<file path="src/rtl/pdc_pkg.sv">
// ----------------------------------------------------------------------------
// PWM divider and compare package
// Shared widths, constants, accuracy codes and the divider request and
// response types.
// ----------------------------------------------------------------------------
package pdc_pkg;

  localparam int DIV_W = 32;
  localparam int CNT_W = $clog2(DIV_W);

  localparam logic [DIV_W-1:0] FREQ_LIMIT_DIV = 32'd100;
  localparam logic [DIV_W-1:0] PRESCALER_MAX  = 32'd65535;
  localparam logic [DIV_W-1:0] DUTY_DIV       = 32'd1000;
  localparam logic [15:0]      PERIOD_FINE    = 16'd1000;
  localparam logic [15:0]      PERIOD_COARSE  = 16'd100;
  localparam logic [15:0]      DUTY_FULL      = 16'd1000;

  localparam logic [1:0] ACC_NONE   = 2'd0;
  localparam logic [1:0] ACC_FINE   = 2'd1;
  localparam logic [1:0] ACC_COARSE = 2'd2;

  localparam logic CFG_BUS_CLOCK = 1'b0;
  localparam logic CFG_BUS_DIV   = 1'b1;

  typedef struct packed {
    logic             start;
    logic [DIV_W-1:0] dividend;
    logic [DIV_W-1:0] divisor;
  } div_req_t;

  typedef struct packed {
    logic             busy;
    logic             done;
    logic [DIV_W-1:0] quotient;
  } div_rsp_t;

endpackage

</file>
<file path="src/rtl/pdc_divider.sv">
// ----------------------------------------------------------------------------
// PWM divider and compare: shared divider
// Radix-2 restoring divider, one quotient bit per cycle, with a one-cycle
// done pulse carrying the quotient.
// ----------------------------------------------------------------------------
module pdc_divider (
  input  logic             clk,
  input  logic             rst_n,
  input  pdc_pkg::div_req_t req,
  output pdc_pkg::div_rsp_t rsp
);

  logic [pdc_pkg::DIV_W-1:0] dvd_r;
  logic [pdc_pkg::DIV_W-1:0] dvs_r;
  logic [pdc_pkg::DIV_W-1:0] rem_r;
  logic [pdc_pkg::CNT_W-1:0] cnt_r;
  logic                      busy_r;
  logic                      done_r;
  logic [pdc_pkg::DIV_W:0]   trial;
  logic [pdc_pkg::DIV_W:0]   diff;

  assign trial = {rem_r, dvd_r[pdc_pkg::DIV_W-1]};
  assign diff  = trial - {1'b0, dvs_r};

  always_ff @(posedge clk) begin
    if (!rst_n) begin
      busy_r <= 1'b0;
      done_r <= 1'b0;
      cnt_r  <= '0;
    end else begin
      if (req.start) begin
        dvd_r  <= req.dividend;
        dvs_r  <= req.divisor;
        rem_r  <= '0;
        cnt_r  <= '0;
        busy_r <= 1'b1;
        done_r <= 1'b0;
      end else if (busy_r) begin
        if (!diff[pdc_pkg::DIV_W]) begin
          rem_r <= diff[pdc_pkg::DIV_W-1:0];
          dvd_r <= {dvd_r[pdc_pkg::DIV_W-2:0], 1'b1};
        end else begin
          rem_r <= trial[pdc_pkg::DIV_W-1:0];
          dvd_r <= {dvd_r[pdc_pkg::DIV_W-2:0], 1'b0};
        end
        cnt_r  <= cnt_r + 1'b1;
        busy_r <= (cnt_r != pdc_pkg::CNT_W'(pdc_pkg::DIV_W - 1));
        done_r <= (cnt_r == pdc_pkg::CNT_W'(pdc_pkg::DIV_W - 1));
      end else begin
        done_r <= 1'b0;
      end
    end
  end

  assign rsp.busy     = busy_r;
  assign rsp.done     = done_r;
  assign rsp.quotient = dvd_r;

endmodule

</file>
<file path="src/rtl/pwm_divider_and_compare_calc.sv">
// ----------------------------------------------------------------------------
// PWM divider and compare calculator
// Finds the timer prescaler, period and compare value for a wanted PWM
// frequency and duty, using one shared divider under a small sequencer.
// ----------------------------------------------------------------------------
// One item takes five to seven divisions on the shared radix-2 divider, one
// after another, so the divider's one quotient bit per cycle sets the pace
// while the output register is free. The block takes no new item until the
// current result has been moved into the output register, which then waits
// for the consumer independently.
module pwm_divider_and_compare_calc (
  input  logic        clk,
  input  logic        rst_n,
  input  logic        cfg_we,
  input  logic        cfg_index,
  input  logic [30:0] cfg_wdata,
  input  logic        in_valid,
  output logic        in_ready,
  input  logic [31:0] in_frequency_hz,
  input  logic [15:0] in_duty_permille,
  output logic        out_valid,
  input  logic        out_ready,
  output logic [15:0] out_prescaler_setting,
  output logic [15:0] out_period_count,
  output logic [15:0] out_compare_count,
  output logic [1:0]  out_accuracy_code,
  output logic        out_frequency_clamped
);

  localparam logic [3:0] S_IDLE = 4'd0;
  localparam logic [3:0] S_FMAX = 4'd1;
  localparam logic [3:0] S_PRE  = 4'd2;
  localparam logic [3:0] S_PER1 = 4'd3;
  localparam logic [3:0] S_PER2 = 4'd4;
  localparam logic [3:0] S_NF1  = 4'd5;
  localparam logic [3:0] S_NF2  = 4'd6;
  localparam logic [3:0] S_CMP  = 4'd7;
  localparam logic [3:0] S_OUT  = 4'd8;

  logic [30:0] bus_clock_r;
  logic        bus_div_r;
  logic [3:0]  state_r;
  logic [31:0] freq_r;
  logic [9:0]  duty_r;
  logic [15:0] setting_r;
  logic [15:0] period_r;
  logic [15:0] compare_r;
  logic [1:0]  acc_r;
  logic        clamped_r;
  logic        out_valid_r;

  pdc_pkg::div_req_t div_req_r;
  pdc_pkg::div_rsp_t div_rsp;

  logic [31:0] clk_hz;
  logic [31:0] quo;
  logic [31:0] fmax;
  logic [31:0] freq_in;
  logic [31:0] freq_use;
  logic        clamp_now;
  logic [25:0] duty_prod;
  logic        div_start_nxt;

  assign clk_hz    = bus_div_r ? {bus_clock_r, 1'b0} : {1'b0, bus_clock_r};
  assign quo       = div_rsp.quotient;
  assign fmax      = (quo == 32'd0) ? 32'd1 : quo;
  assign freq_in   = (freq_r == 32'd0) ? 32'd1 : freq_r;
  assign clamp_now = freq_in > fmax;
  assign freq_use  = clamp_now ? fmax : freq_in;
  assign duty_prod = duty_r * quo[15:0];

  assign div_start_nxt = (state_r == S_IDLE) ? in_valid :
                         (div_rsp.done &&
                          (state_r inside {S_FMAX, S_PRE, S_PER1, S_PER2, S_NF1, S_NF2}));

  pdc_divider u_div (
    .clk   (clk),
    .rst_n (rst_n),
    .req   (div_req_r),
    .rsp   (div_rsp)
  );

  always_ff @(posedge clk) begin
    if (!rst_n) begin
      bus_clock_r <= 31'd48000000;
      bus_div_r   <= 1'b0;
    end else if (cfg_we) begin
      case (cfg_index)
        pdc_pkg::CFG_BUS_CLOCK: bus_clock_r <= cfg_wdata;
        pdc_pkg::CFG_BUS_DIV:   bus_div_r   <= cfg_wdata[0];
        default: ;
      endcase
    end
  end

  always_ff @(posedge clk) begin
    if (!rst_n) begin
      state_r         <= S_IDLE;
      out_valid_r     <= 1'b0;
      div_req_r.start <= 1'b0;
    end else begin
      div_req_r.start <= div_start_nxt;
      if (out_valid_r && out_ready && state_r != S_OUT) begin
        out_valid_r <= 1'b0;
      end
      case (state_r)
        S_IDLE: begin
          if (in_valid) begin
            freq_r             <= in_frequency_hz;
            duty_r             <= (in_duty_permille > pdc_pkg::DUTY_FULL) ?
                                  pdc_pkg::DUTY_FULL[9:0] : in_duty_permille[9:0];
            div_req_r.dividend <= clk_hz;
            div_req_r.divisor  <= pdc_pkg::FREQ_LIMIT_DIV;
            state_r            <= S_FMAX;
          end
        end
        S_FMAX: begin
          if (div_rsp.done) begin
            freq_r             <= freq_use;
            clamped_r          <= clamp_now;
            div_req_r.dividend <= {16'd0, clk_hz[31:16]};
            div_req_r.divisor  <= freq_use;
            state_r            <= S_PRE;
          end
        end
        S_PRE: begin
          if (div_rsp.done) begin
            div_req_r.dividend <= clk_hz;
            if (quo < pdc_pkg::PRESCALER_MAX) begin
              setting_r         <= quo[15:0];
              div_req_r.divisor <= {16'd0, quo[15:0] + 16'd1};
              state_r           <= S_PER1;
            end else begin
              div_req_r.divisor <= pdc_pkg::PRESCALER_MAX;
              state_r           <= S_NF1;
            end
          end
        end
        S_PER1: begin
          if (div_rsp.done) begin
            div_req_r.dividend <= quo;
            div_req_r.divisor  <= freq_r;
            state_r            <= S_PER2;
          end
        end
        S_PER2: begin
          if (div_rsp.done) begin
            if (quo >= {16'd0, pdc_pkg::PERIOD_FINE} ||
                quo >= {16'd0, pdc_pkg::PERIOD_COARSE}) begin
              acc_r              <= (quo >= {16'd0, pdc_pkg::PERIOD_FINE}) ?
                                    pdc_pkg::ACC_FINE : pdc_pkg::ACC_COARSE;
              period_r           <= quo[15:0];
              div_req_r.dividend <= {6'd0, duty_prod};
              div_req_r.divisor  <= pdc_pkg::DUTY_DIV;
              state_r            <= S_CMP;
            end else begin
              div_req_r.dividend <= clk_hz;
              div_req_r.divisor  <= pdc_pkg::PRESCALER_MAX;
              state_r            <= S_NF1;
            end
          end
        end
        S_NF1: begin
          if (div_rsp.done) begin
            div_req_r.dividend <= quo;
            div_req_r.divisor  <= freq_r;
            state_r            <= S_NF2;
          end
        end
        S_NF2: begin
          if (div_rsp.done) begin
            acc_r              <= pdc_pkg::ACC_NONE;
            setting_r          <= pdc_pkg::PRESCALER_MAX[15:0];
            period_r           <= quo[15:0];
            div_req_r.dividend <= {6'd0, duty_prod};
            div_req_r.divisor  <= pdc_pkg::DUTY_DIV;
            state_r            <= S_CMP;
          end
        end
        S_CMP: begin
          if (div_rsp.done) begin
            compare_r <= quo[15:0];
            state_r   <= S_OUT;
          end
        end
        S_OUT: begin
          if (!out_valid_r || out_ready) begin
            out_prescaler_setting <= setting_r;
            out_period_count      <= period_r;
            out_compare_count     <= compare_r;
            out_accuracy_code     <= acc_r;
            out_frequency_clamped <= clamped_r;
            out_valid_r           <= 1'b1;
            state_r               <= S_IDLE;
          end
        end
        default: state_r <= S_IDLE;
      endcase
    end
  end

  assign in_ready  = (state_r == S_IDLE);
  assign out_valid = out_valid_r;

  a_accept_leaves_idle: assert property (@(posedge clk) disable iff (!rst_n)
    in_valid && in_ready |=> !in_ready)
    else $error("input accepted but sequencer stayed idle");

  a_start_when_free: assert property (@(posedge clk) disable iff (!rst_n)
    div_req_r.start |-> !div_rsp.busy)
    else $error("divider started while busy");

  a_acc_code_legal: assert property (@(posedge clk) disable iff (!rst_n)
    out_valid |-> out_accuracy_code != 2'd3)
    else $error("illegal accuracy code");

  a_no_fit_setting: assert property (@(posedge clk) disable iff (!rst_n)
    out_valid && out_accuracy_code == pdc_pkg::ACC_NONE |->
      out_prescaler_setting == pdc_pkg::PRESCALER_MAX[15:0])
    else $error("no-fit result without maximum prescaler");

  a_fine_period: assert property (@(posedge clk) disable iff (!rst_n)
    out_valid && out_accuracy_code == pdc_pkg::ACC_FINE |->
      out_period_count >= pdc_pkg::PERIOD_FINE)
    else $error("fine accuracy with short period");

endmodule

</file>
<file path="config.mk">
export PLATFORM = sky130hd
export DESIGN_NAME = pwm_divider_and_compare_calc
export DESIGN_NICKNAME = d
export VERILOG_FILES = /design/src/rtl/pdc_pkg.sv /design/src/rtl/pdc_divider.sv /design/src/rtl/pwm_divider_and_compare_calc.sv
export SDC_FILE = /design/constraint.sdc
export NUM_CORES = 1
export LEC_CHECK = 0
export ABC_AREA = 1
export BUFFER_PORTS_ARGS = -buffer_cell sky130_fd_sc_hd__buf_4
export CORE_MARGIN = 3
export CORE_UTILIZATION = 67
export DETAILED_ROUTE_END_ITERATION = 8
export HOLD_SLACK_MARGIN = 0.12
export PLACE_DENSITY = 0.95
export SLEW_MARGIN = 20
export SYNTH_ARGS = -nofsm -noshare
export SYNTH_HDL_FRONTEND = slang
export SYNTH_SLANG_ARGS = --single-unit
</file>
<file path="constraint.sdc">
create_clock -name clk -period 11.4 [get_ports clk]
set_clock_uncertainty 0.05 [all_clocks]
set_input_delay 0.57 -clock clk [delete_from_list [all_inputs] [get_ports clk]]
set_output_delay 0.57 -clock clk [all_outputs]
set_load 0.05 [all_outputs]
</file>
; Word-level counts from Yosys, hierarchy flattened
; Index checks and enable logic that the tools add are counted.
[totals]
regBits = 349
output_inout_bits = 53
[classes]
n_addsub = 3
multipliers = 1
order_cmp = 5
eq_ne = 23
mux = 52
bitwise_logic = 3
n_reduce_logical = 31
[ops]
columns = cell, n
row1 = 2-to-1 mux 64 bit, 7
row2 = case mux 64 bit (6 select lines), 1
row3 = 2-to-1 mux 32 bit, 10
row4 = 2-to-1 mux 16 bit, 7
row5 = logical NOT 32 bit, 2
row6 = case mux 16 bit (2 select lines), 2
row7 = case mux 32 bit (2 select lines), 1
row8 = 2-to-1 mux 4 bit, 9
row9 = case mux 4 bit (9 select lines), 1
row10 = subtractor 33 x 32 -> 33 bit, 1
row11 = "greater-or-equal comparator 32 x 10 -> 1 bit, second input constant", 1
row12 = "greater-or-equal comparator 32 x 7 -> 1 bit, second input constant", 1
row13 = > comparator 32 bit, 1
row14 = "less-than comparator 32 x 16 -> 1 bit, second input constant", 1
row15 = multiplier 10 x 16 -> 26 bit, 1
row16 = "!= test 2 x 1 -> 1 bit, second input constant", 10
row17 = "adder 16 x 1 -> 16 bit, second input constant", 1
row18 = "== test 4 x 3 -> 1 bit, second input constant", 4
row19 = "> comparator 16 x 10 -> 1 bit, second input constant", 1
row20 = AND reduction 3 bit, 4
row21 = nonzero test 6 bit, 2
row22 = 2-to-1 mux 2 bit, 5
row23 = AND reduction 5 bit, 2
row24 = AND reduction 9 bit, 1
row25 = other kinds (22), 42

; Logic depth before layout (Yosys ltp)
; Gate-level depths: netlist of run 1.
[depth]
depth_word = 6
mapped_depth = 26
mapped_depth_nobuf = 24

; Modules after synthesis
; Synthesis of run 1 repeated with hierarchy kept, for this count alone.
[hier_totals]
hier_cells = 2987
hier_area_um2 = 24247.0
[modules_own_cells]
columns = mod, instances, cells_each, area_per_inst_um2, seq_area_each_um2
row1 = pwm_divider_and_compare_calc, 1, 2030, 17315.4, 7006.7
row2 = pdc_divider, 1, 957, 6931.6, 3022.9

; Least setup slack after synthesis of run 1
; No wires, ideal clock.
[synth_timing]
path_kind = register to register
from = register u_div.dvd_r[5] (netlist name)
to = register div_req_r[49] (netlist name) (data pin)
setup_ns = 0.259
arrival_time_ns = 4.846
t_required_ns = 11.091
setup_slack_ns = 6.245
path_stages_with_launch = 23
synth_period_minus_slack_ns = 5.155
path_cell_list = edfxtp_1 > clkbuf_1 > clkbuf_1 > nand2_1 > fa_1 > inv_1 > fa_1 > inv_1 > fa_1 > inv_1 > fa_1 > inv_1 > fa_1 > inv_1 > ha_1 > a21oi_1 > inv_1 > a21oi_1 > nand2_1 > a21oi_1 > nand2_1 > nand3_1 > nand3_1
[synth_via]
elab_chain_len = 5
elab_cells_between_ends = 8
[synth_rtl]
columns = element, line_no
row1 = from (decl), pdc_divider.sv:13  ; logic [pdc_pkg::DIV_W-1:0] dvd_r;
row2 = from (signal assigned), pdc_divider.sv:32  ; dvd_r <= req.dividend;
row3 = from (signal assigned), pdc_divider.sv:41  ; dvd_r <= {dvd_r[pdc_pkg::DIV_W-2:0], 1'b1};
row4 = from (signal assigned), pdc_divider.sv:44  ; dvd_r <= {dvd_r[pdc_pkg::DIV_W-2:0], 1'b0};
row5 = "parallel branches: the longest is 4 deep, another holds multiplier 10 x 16 -> 26 bit", --
row6 = case mux 64 bit (6 select lines) (*), pwm_divider_and_compare_calc.sv:106  ; case (state_r)
row7 = to (decl), pwm_divider_and_compare_calc.sv:52  ; pdc_pkg::div_req_t div_req_r;
; Every way passes the cells marked *. The select of a mux whose other input is x is not followed.
; A chain may end at the register's enable or synchronous reset.

; Final worst setup path of run 1
[layout_timing]
from = register u_div.dvd_r[12] (netlist name)
to = register div_req_r[54] (netlist name) (data pin)
; Same word-level chain as after synthesis.

==> impl_results.md, run 1 <==
- TritonCTS clock tree: yes
- H-tree depth: 2
- Crit path buf inv count: 4
- Antenna violations before repair: 3
- Count of warnings emitted by yosys: 0
- Slew Viols, Final: 0
- Total iterations of the first detailed-routing run: 8
- CP Data Arrival Time: about 6200 ps
- Die area: 38500 um2
- Commonest non-fill, non-tap cells in the layout: nand2_1, inv_1, edfxtp_1, nor2_1, buf_4
- Skew-Pair Late Insertion Delay: 570 ps
- Initial Util: 0.681
- Clock Pin Slew Worst Setup and Hold Paths: around 70 ps
- Nets@finish: around 3400
- HP Class: input pin to flop
- First-pass GRT wire length: ~110000 um
- Vias in the first global route: approximately 21000
- Vias: roughly 21000
- Number of flops mapped to enable cells by yosys: 304
- Worst reg2reg path depth: 19
- Die Span X: 196 um
- Synth unique cells: 56
- Vias per cell: roughly 6
- Critical-path top delay cell: edfxtp_1
- Inserted Clock Buffers: 38
- Layout cells sized above 1: 0.0895
- CP delay by family, top: adder cells
- Routed wire length: about 72000 um
- Outcome: finished, final reports clean
- Height of the die: between 150 and 200 um
- Final period util: 0.525
- Max-cap viol count: 0
- Top_reg_cell synth: edfxtp_1
- Mean Syn Cell Area: 8.16 um2
- Async SR Flop Fraction: 0
- Fmax: 167 MHz
- Clock Tree Root: clkbuf_16
- Largest net degree at the start of global routing: between 60 and 70
- Slowest stage delay, CP: between 1000 and 1500 ps
- CTS Buffer Depth: 3
- Area grow syn2layout: 10.1%
- CTS resizes: 0
- Setup Fix Bufs, Post-CTS: 0
- Syn_nets: between 3000 and 4000
- Num rows: between 60 and 70
- PortBufs: approximately 140
- Gr usage total: 0.375
- Core ar.: roughly 36000 um2
- GP Congestion: roughly 1.0
- Initial DRC Count: slightly above 3000
- Hold path depth: 3
- Most used cell, CP: fa_1
- Relative slew slack: 0.273
- Register area share after synthesis: 0.414
- Avg WL per Cell: approximately 20 um
- HPWL after DPL: approximately 53000 um
- Gate Count Post-Synth: around 3000
- DRC: 0
- Startpoint Class: flop
- Critical Path End Type: flop
- Slew of the pin with the lowest slew margin: 1090 ps
- Critical path depth in cells: 19
- Cell Chain, Critical Path: nand2_1, fa_1, inv_1, fa_1, fa_1, fa_1, inv_1, fa_1, inv_1, ha_1, nand2_1, inv_1, nand2_1, nor3_1, nand4_1, nand3_1, nand2_1, nand3_1, a21oi_1
- Worst-path fanout max: 18
- I/O pins: approximately 140
- Synth Register Bits: between 300 and 400
- Hold_buf cts: 0
- Mapped cell area: 24200 um2
- Worst Path Required: 11650 ps
- Antenna Nets Post-Route: 0
- Clk sink count: 349
- Period minus WS final: 5990 ps
- Total negative slack: 0 ps
- Overflow after GRT: 0
- Crit Path Category: flop to flop
- RSZ-0062 raised after global routing: no
- Final hold violation count: 0
- # setup viols final: 0
- Most common cell after layout, fill and taps aside: nand2_1
metrics by stage:
step	hold slack, ps	cell area, um2	utilization	setup WS [ps]	cells
after global routing	181	26700	0.750	5230	3524
after floorplan	350	24200	-	6250	2967
after global placement	351	25400	0.714	5610	3454
after detailed placement	355	25400	0.714	5580	3454
final	172	26700	0.750	5410	3526
after CTS	162	26700	0.750	5560	3524
final cells by class:
cell class / instances / area (um2)
well taps: 461 / 577
inverters: 528 / 2000
fillers: 2468 / 8900
repair buffers: 159 / 1190
clock buffers: 43 / 991
multi-input cells: 1957 / 11600
flip-flops and latches: 349 / 10000
diodes: 2 / 5.00
clock inverters: 27 / 268
registers in the layout, indices dropped and copies added (netlist names), 16 cells and up:
name and flops:
out_prescaler_setting 16, period_r 16, out_period_count 16, out_compare_count 16, compare_r 16, bus_clock_r 31, u_div.rem_r 32, div_req_r 65
setting_r 16, freq_r 32, u_div.dvs_r 32, u_div.dvd_r 32
worst register-to-register path, stage by stage (launching register included):
cell      delay, ps
edfxtp_1       1080
nand2_1         190
fa_1            580
inv_1            50
fa_1            530
fa_1            440
fa_1            560
inv_1            60
fa_1            530
inv_1            40
ha_1            380
nand2_1         120
inv_1            70
nand2_1          70
nor3_1          310
nand4_1         230
nand3_1         140
nand2_1          60
nand3_1         140
a21oi_1          90
final timing paths:
check / startpoint / to / slack, ps
setup / recovery: u_div.dvd_r[12]$_DFFE_PP_ / div_req_r[54]$_DFFE_PP_ / 5410
setup reg to reg: u_div.dvd_r[12]$_DFFE_PP_ / div_req_r[54]$_DFFE_PP_ / 5410
hold / removal: cfg_wdata[20] / bus_clock_r[20]$_SDFFE_PN1P_ / 170
hold reg to reg: period_r[7]$_DFFE_PP_ / out_period_count[7]$_DFFE_PP_ / 360
Yosys cell counts, types with 3 or more instances:
master / instances / area share
dfxtp_1: 45 / 0.037
o21ai_1: 3 / 0.00062
inv_2: 13 / 0.0020
and2_1: 10 / 0.0026
o211ai_1: 17 / 0.0053
edfxtp_1: 304 / 0.38
a22oi_1: 5 / 0.0015
a211oi_1: 8 / 0.0025
buf_2: 21 / 0.0043
a221oi_1: 6 / 0.0022
ha_1: 129 / 0.067
a2bb2oi_1: 3 / 0.0011
xnor2_1: 5 / 0.0018
nand3_1: 145 / 0.030
nor2_1: 232 / 0.036
clkinv_1: 5 / 0.00077
inv_1: 509 / 0.079
a21oi_1: 103 / 0.021
o22ai_1: 6 / 0.0015
nand2_1: 877 / 0.14
nand2_4: 4 / 0.0019
buf_6: 9 / 0.0042
nor4_1: 8 / 0.0021
clkbuf_1: 97 / 0.015
buf_4: 4 / 0.0012
fa_1: 111 / 0.092
xor2_1: 31 / 0.011
nand2_2: 13 / 0.0034
or2_2: 6 / 0.0015
nand3b_1: 11 / 0.0034
nand4_1: 34 / 0.0088
o21ai_0: 122 / 0.025
nor2_2: 6 / 0.0015
o21bai_1: 11 / 0.0034
nor3_1: 25 / 0.0052
routing by layer:
metal	track usage	vias up	wire length [um]
met3	0.0900	285	9450
met5	0	-	0
met2	0.582	1457	32300
met4	0.134	0	3030
met1	0.522	9902	27500
li1	-	9526	-
kinds of logic after synthesis:
group,synth area share
fa+ha+maj,0.158
mux,0.000826
simple gates,0.239
compound gates,0.0674
buf+inv,0.107
flops,0.414
xor+xnor,0.0130
Power of run 1 is left out: the tool's default activity adds up to more than one toggle a clock period on the data nets, which glitch-free logic cannot reach.
==> inputs of run 2 (changes only) <==
- CORE_UTILIZATION: 67 -> 63
- PLACE_DENSITY: 0.95 -> 0.93
- clock period: 11.4 -> 5.75 ns (I/O delays scaled with it)
==> impl_results.md, run 2 (synthesized netlist as in run 1, its figures left out) <==
- Number of flip-flops in the largest register: 65 (unchanged)
- Slew of the pin with the lowest slew margin: 1080 ps (was 1090 ps)
- TritonCTS clock tree: yes (unchanged)
- Period minus WS final: 5590 ps (was 5990 ps)
- Initial DRC Count: 2935 (was 3057)
- H-tree depth: 2 (unchanged)
- Routed wire length: 78400 um (was 72200 um)
- Worst reg2reg path depth: 17 (was 19)
- Critical Path End Type: flop (unchanged)
- Slowest stage delay, CP: 660 ps (was 1080 ps)
- Area grow syn2layout: 15.7% (was 10.1%)
- Core ar.: 37800 um2 (was 35600 um2)
- Skew-Pair Late Insertion Delay: 570 ps (about the same)
- Commonest non-fill, non-tap cells in the layout: nand2_1, inv_1, edfxtp_1, nor2_1, buf_4 (unchanged)
- Avg WL per Cell: 21.1 um (was 20.5 um)
- Worst-path fanout max: 11 (was 18)
- Antenna Nets Post-Route: 0 (unchanged)
- CTS resizes: 0 (unchanged)
- Clock Tree Root: clkbuf_16 (unchanged)
- Most used cell, CP: fa_1 (unchanged)
- Total iterations of the first detailed-routing run: 7 (was 8)
- Most common cell after layout, fill and taps aside: nand2_1 (unchanged)
- Clock Pin Slew Worst Setup and Hold Paths: 70 ps (about the same)
- GP Congestion: 0.972 (was 1.02)
- Vias: 22100 (was 21200)
- Final hold violation count: 0 (unchanged)
- PortBufs: 137 (unchanged)
- Antenna violations before repair: 2 (was 3)
- Die area: 40800 um2 (was 38500 um2)
- Slew Viols, Final: 0 (unchanged)
- First-pass GRT wire length: 121000 um (was 112000 um)
- Reg with most FFs: div_req_r (unchanged)
- CTS Buffer Depth: 3 (unchanged)
- Vias in the first global route: 21700 (was 20600)
- Height of the die: 202 um (was 196 um)
- Layout cells sized above 1: 0.103 (was 0.0895)
- Crit Path Category: flop to flop (unchanged)
- HPWL after DPL: 53900 um (was 53300 um)
- Largest net degree at the start of global routing: 65 (was 67)
- DRC: 0 (unchanged)
- Cell Chain, Critical Path: nand2_1, inv_1, fa_1, fa_1, fa_1, fa_1, inv_1, fa_1, inv_1, ha_1, a21oi_1, o21ai_0, nand2_1, nand3_1, or2_2, nand3_1, o211ai_1 (was nand2_1, fa_1, inv_1, fa_1, fa_1, fa_1, inv_1, fa_1, inv_1, ha_1, nand2_1, inv_1, nand2_1, nor3_1, nand4_1, nand3_1, nand2_1, nand3_1, a21oi_1)
- Initial Util: 0.642 (was 0.681)
- Num rows: 71 (was 69)
- Outcome: finished, final reports clean (unchanged)
- Relative slew slack: 0.282 (was 0.273)
- Worst Path Required: 6000 ps (was 11650 ps)
- # setup viols final: 0 (unchanged)
- Fmax: 179 MHz (was 167 MHz)
- Gr usage total: 0.379 (was 0.375)
- Final period util: 0.972 (was 0.525)
- Die Span X: 202 um (was 196 um)
- Startpoint Class: flop (unchanged)
- Vias per cell: 5.95 (was 6.00)
- Overflow after GRT: 0 (unchanged)
- Nets@finish: 3501 (was 3358)
- Clk sink count: 349 (unchanged)
- Critical-path top delay cell: edfxtp_1 (unchanged)
- CP Data Arrival Time: 5850 ps (was 6240 ps)
- Max-cap viol count: 0 (unchanged)
- Hold path depth: 5 (was 3)
- Min Hold Slack: 157 ps (was 172 ps)
- HP Class: input pin to flop (unchanged)
- I/O pins: 138 (unchanged)
- Inserted Clock Buffers: 38 (unchanged)
## run 2: through the flow
| stage | setup TNS, ps | cells | worst slack, ps | util | area (um2) |
|---|---|---|---|---|---|
| 5_1_grt | -164 | 3718 | -101 | 0.742 | 28000 |
| 2_1_floorplan | 0 | 2967 | 595 | - | 24200 |
| 4_1_cts | 0 | 3682 | 135 | 0.734 | 27700 |
| 3_5_place_dp | 0 | 3519 | 202 | 0.678 | 25600 |
| 6_report | 0 | 3720 | 159 | 0.743 | 28000 |
| 3_3_place_gp | 0 | 3519 | 249 | 0.678 | 25600 |
## run 2: area by class of cell
cell class | count | area [um2]
diodes | 3 | 7.51
clock buffers | 41 | 962
clock inverters | 29 | 238
fillers | 2591 | 9720
inverters | 528 | 2000
multi-input cells | 1957 | 11600
flip-flops and latches | 349 | 10000
well taps | 511 | 639
repair buffers | 302 | 2550
## run 2: path summary, 6_finish.rpt
kind / slack, ps / startpoint / endpoint
worst min register to register: 370 / period_r[13]$_DFFE_PP_ / out_period_count[13]$_DFFE_PP_
worst max register to register: 160 / u_div.dvd_r[6]$_DFFE_PP_ / div_req_r[48]$_DFFE_PP_
worst max-delay path: 160 / u_div.dvd_r[6]$_DFFE_PP_ / div_req_r[48]$_DFFE_PP_
worst min-delay path: 160 / in_valid / state_r[3]$_SDFFE_PN0P_
## run 2: worst max-delay path: cells and delay by family (launching register included)
kind                       cells  cell delay [ps]
and+or+nand+nor                5              810
buffers and inverters          3              240
DFF                            1              660
adders and majority gates      6             3040
AOI/OAI and AO/OA              3              530
## run 2: repair_timing
action                                 CTS  global route
setup endpoints to repair                0            10
buffers inserted                         0            34
hold buffers                            93             0
endpoints found under the hold margin   76             0
## run 2: metal layers
layer,global-route usage,vias up,share of wire
met5,0,-,0
met4,0.186,0,0.058
li1,-,9819,-
met2,0.601,1650,0.46
met3,0.0788,339,0.12
met1,0.502,10300,0.37
Power of run 2 is left out for the same reason.
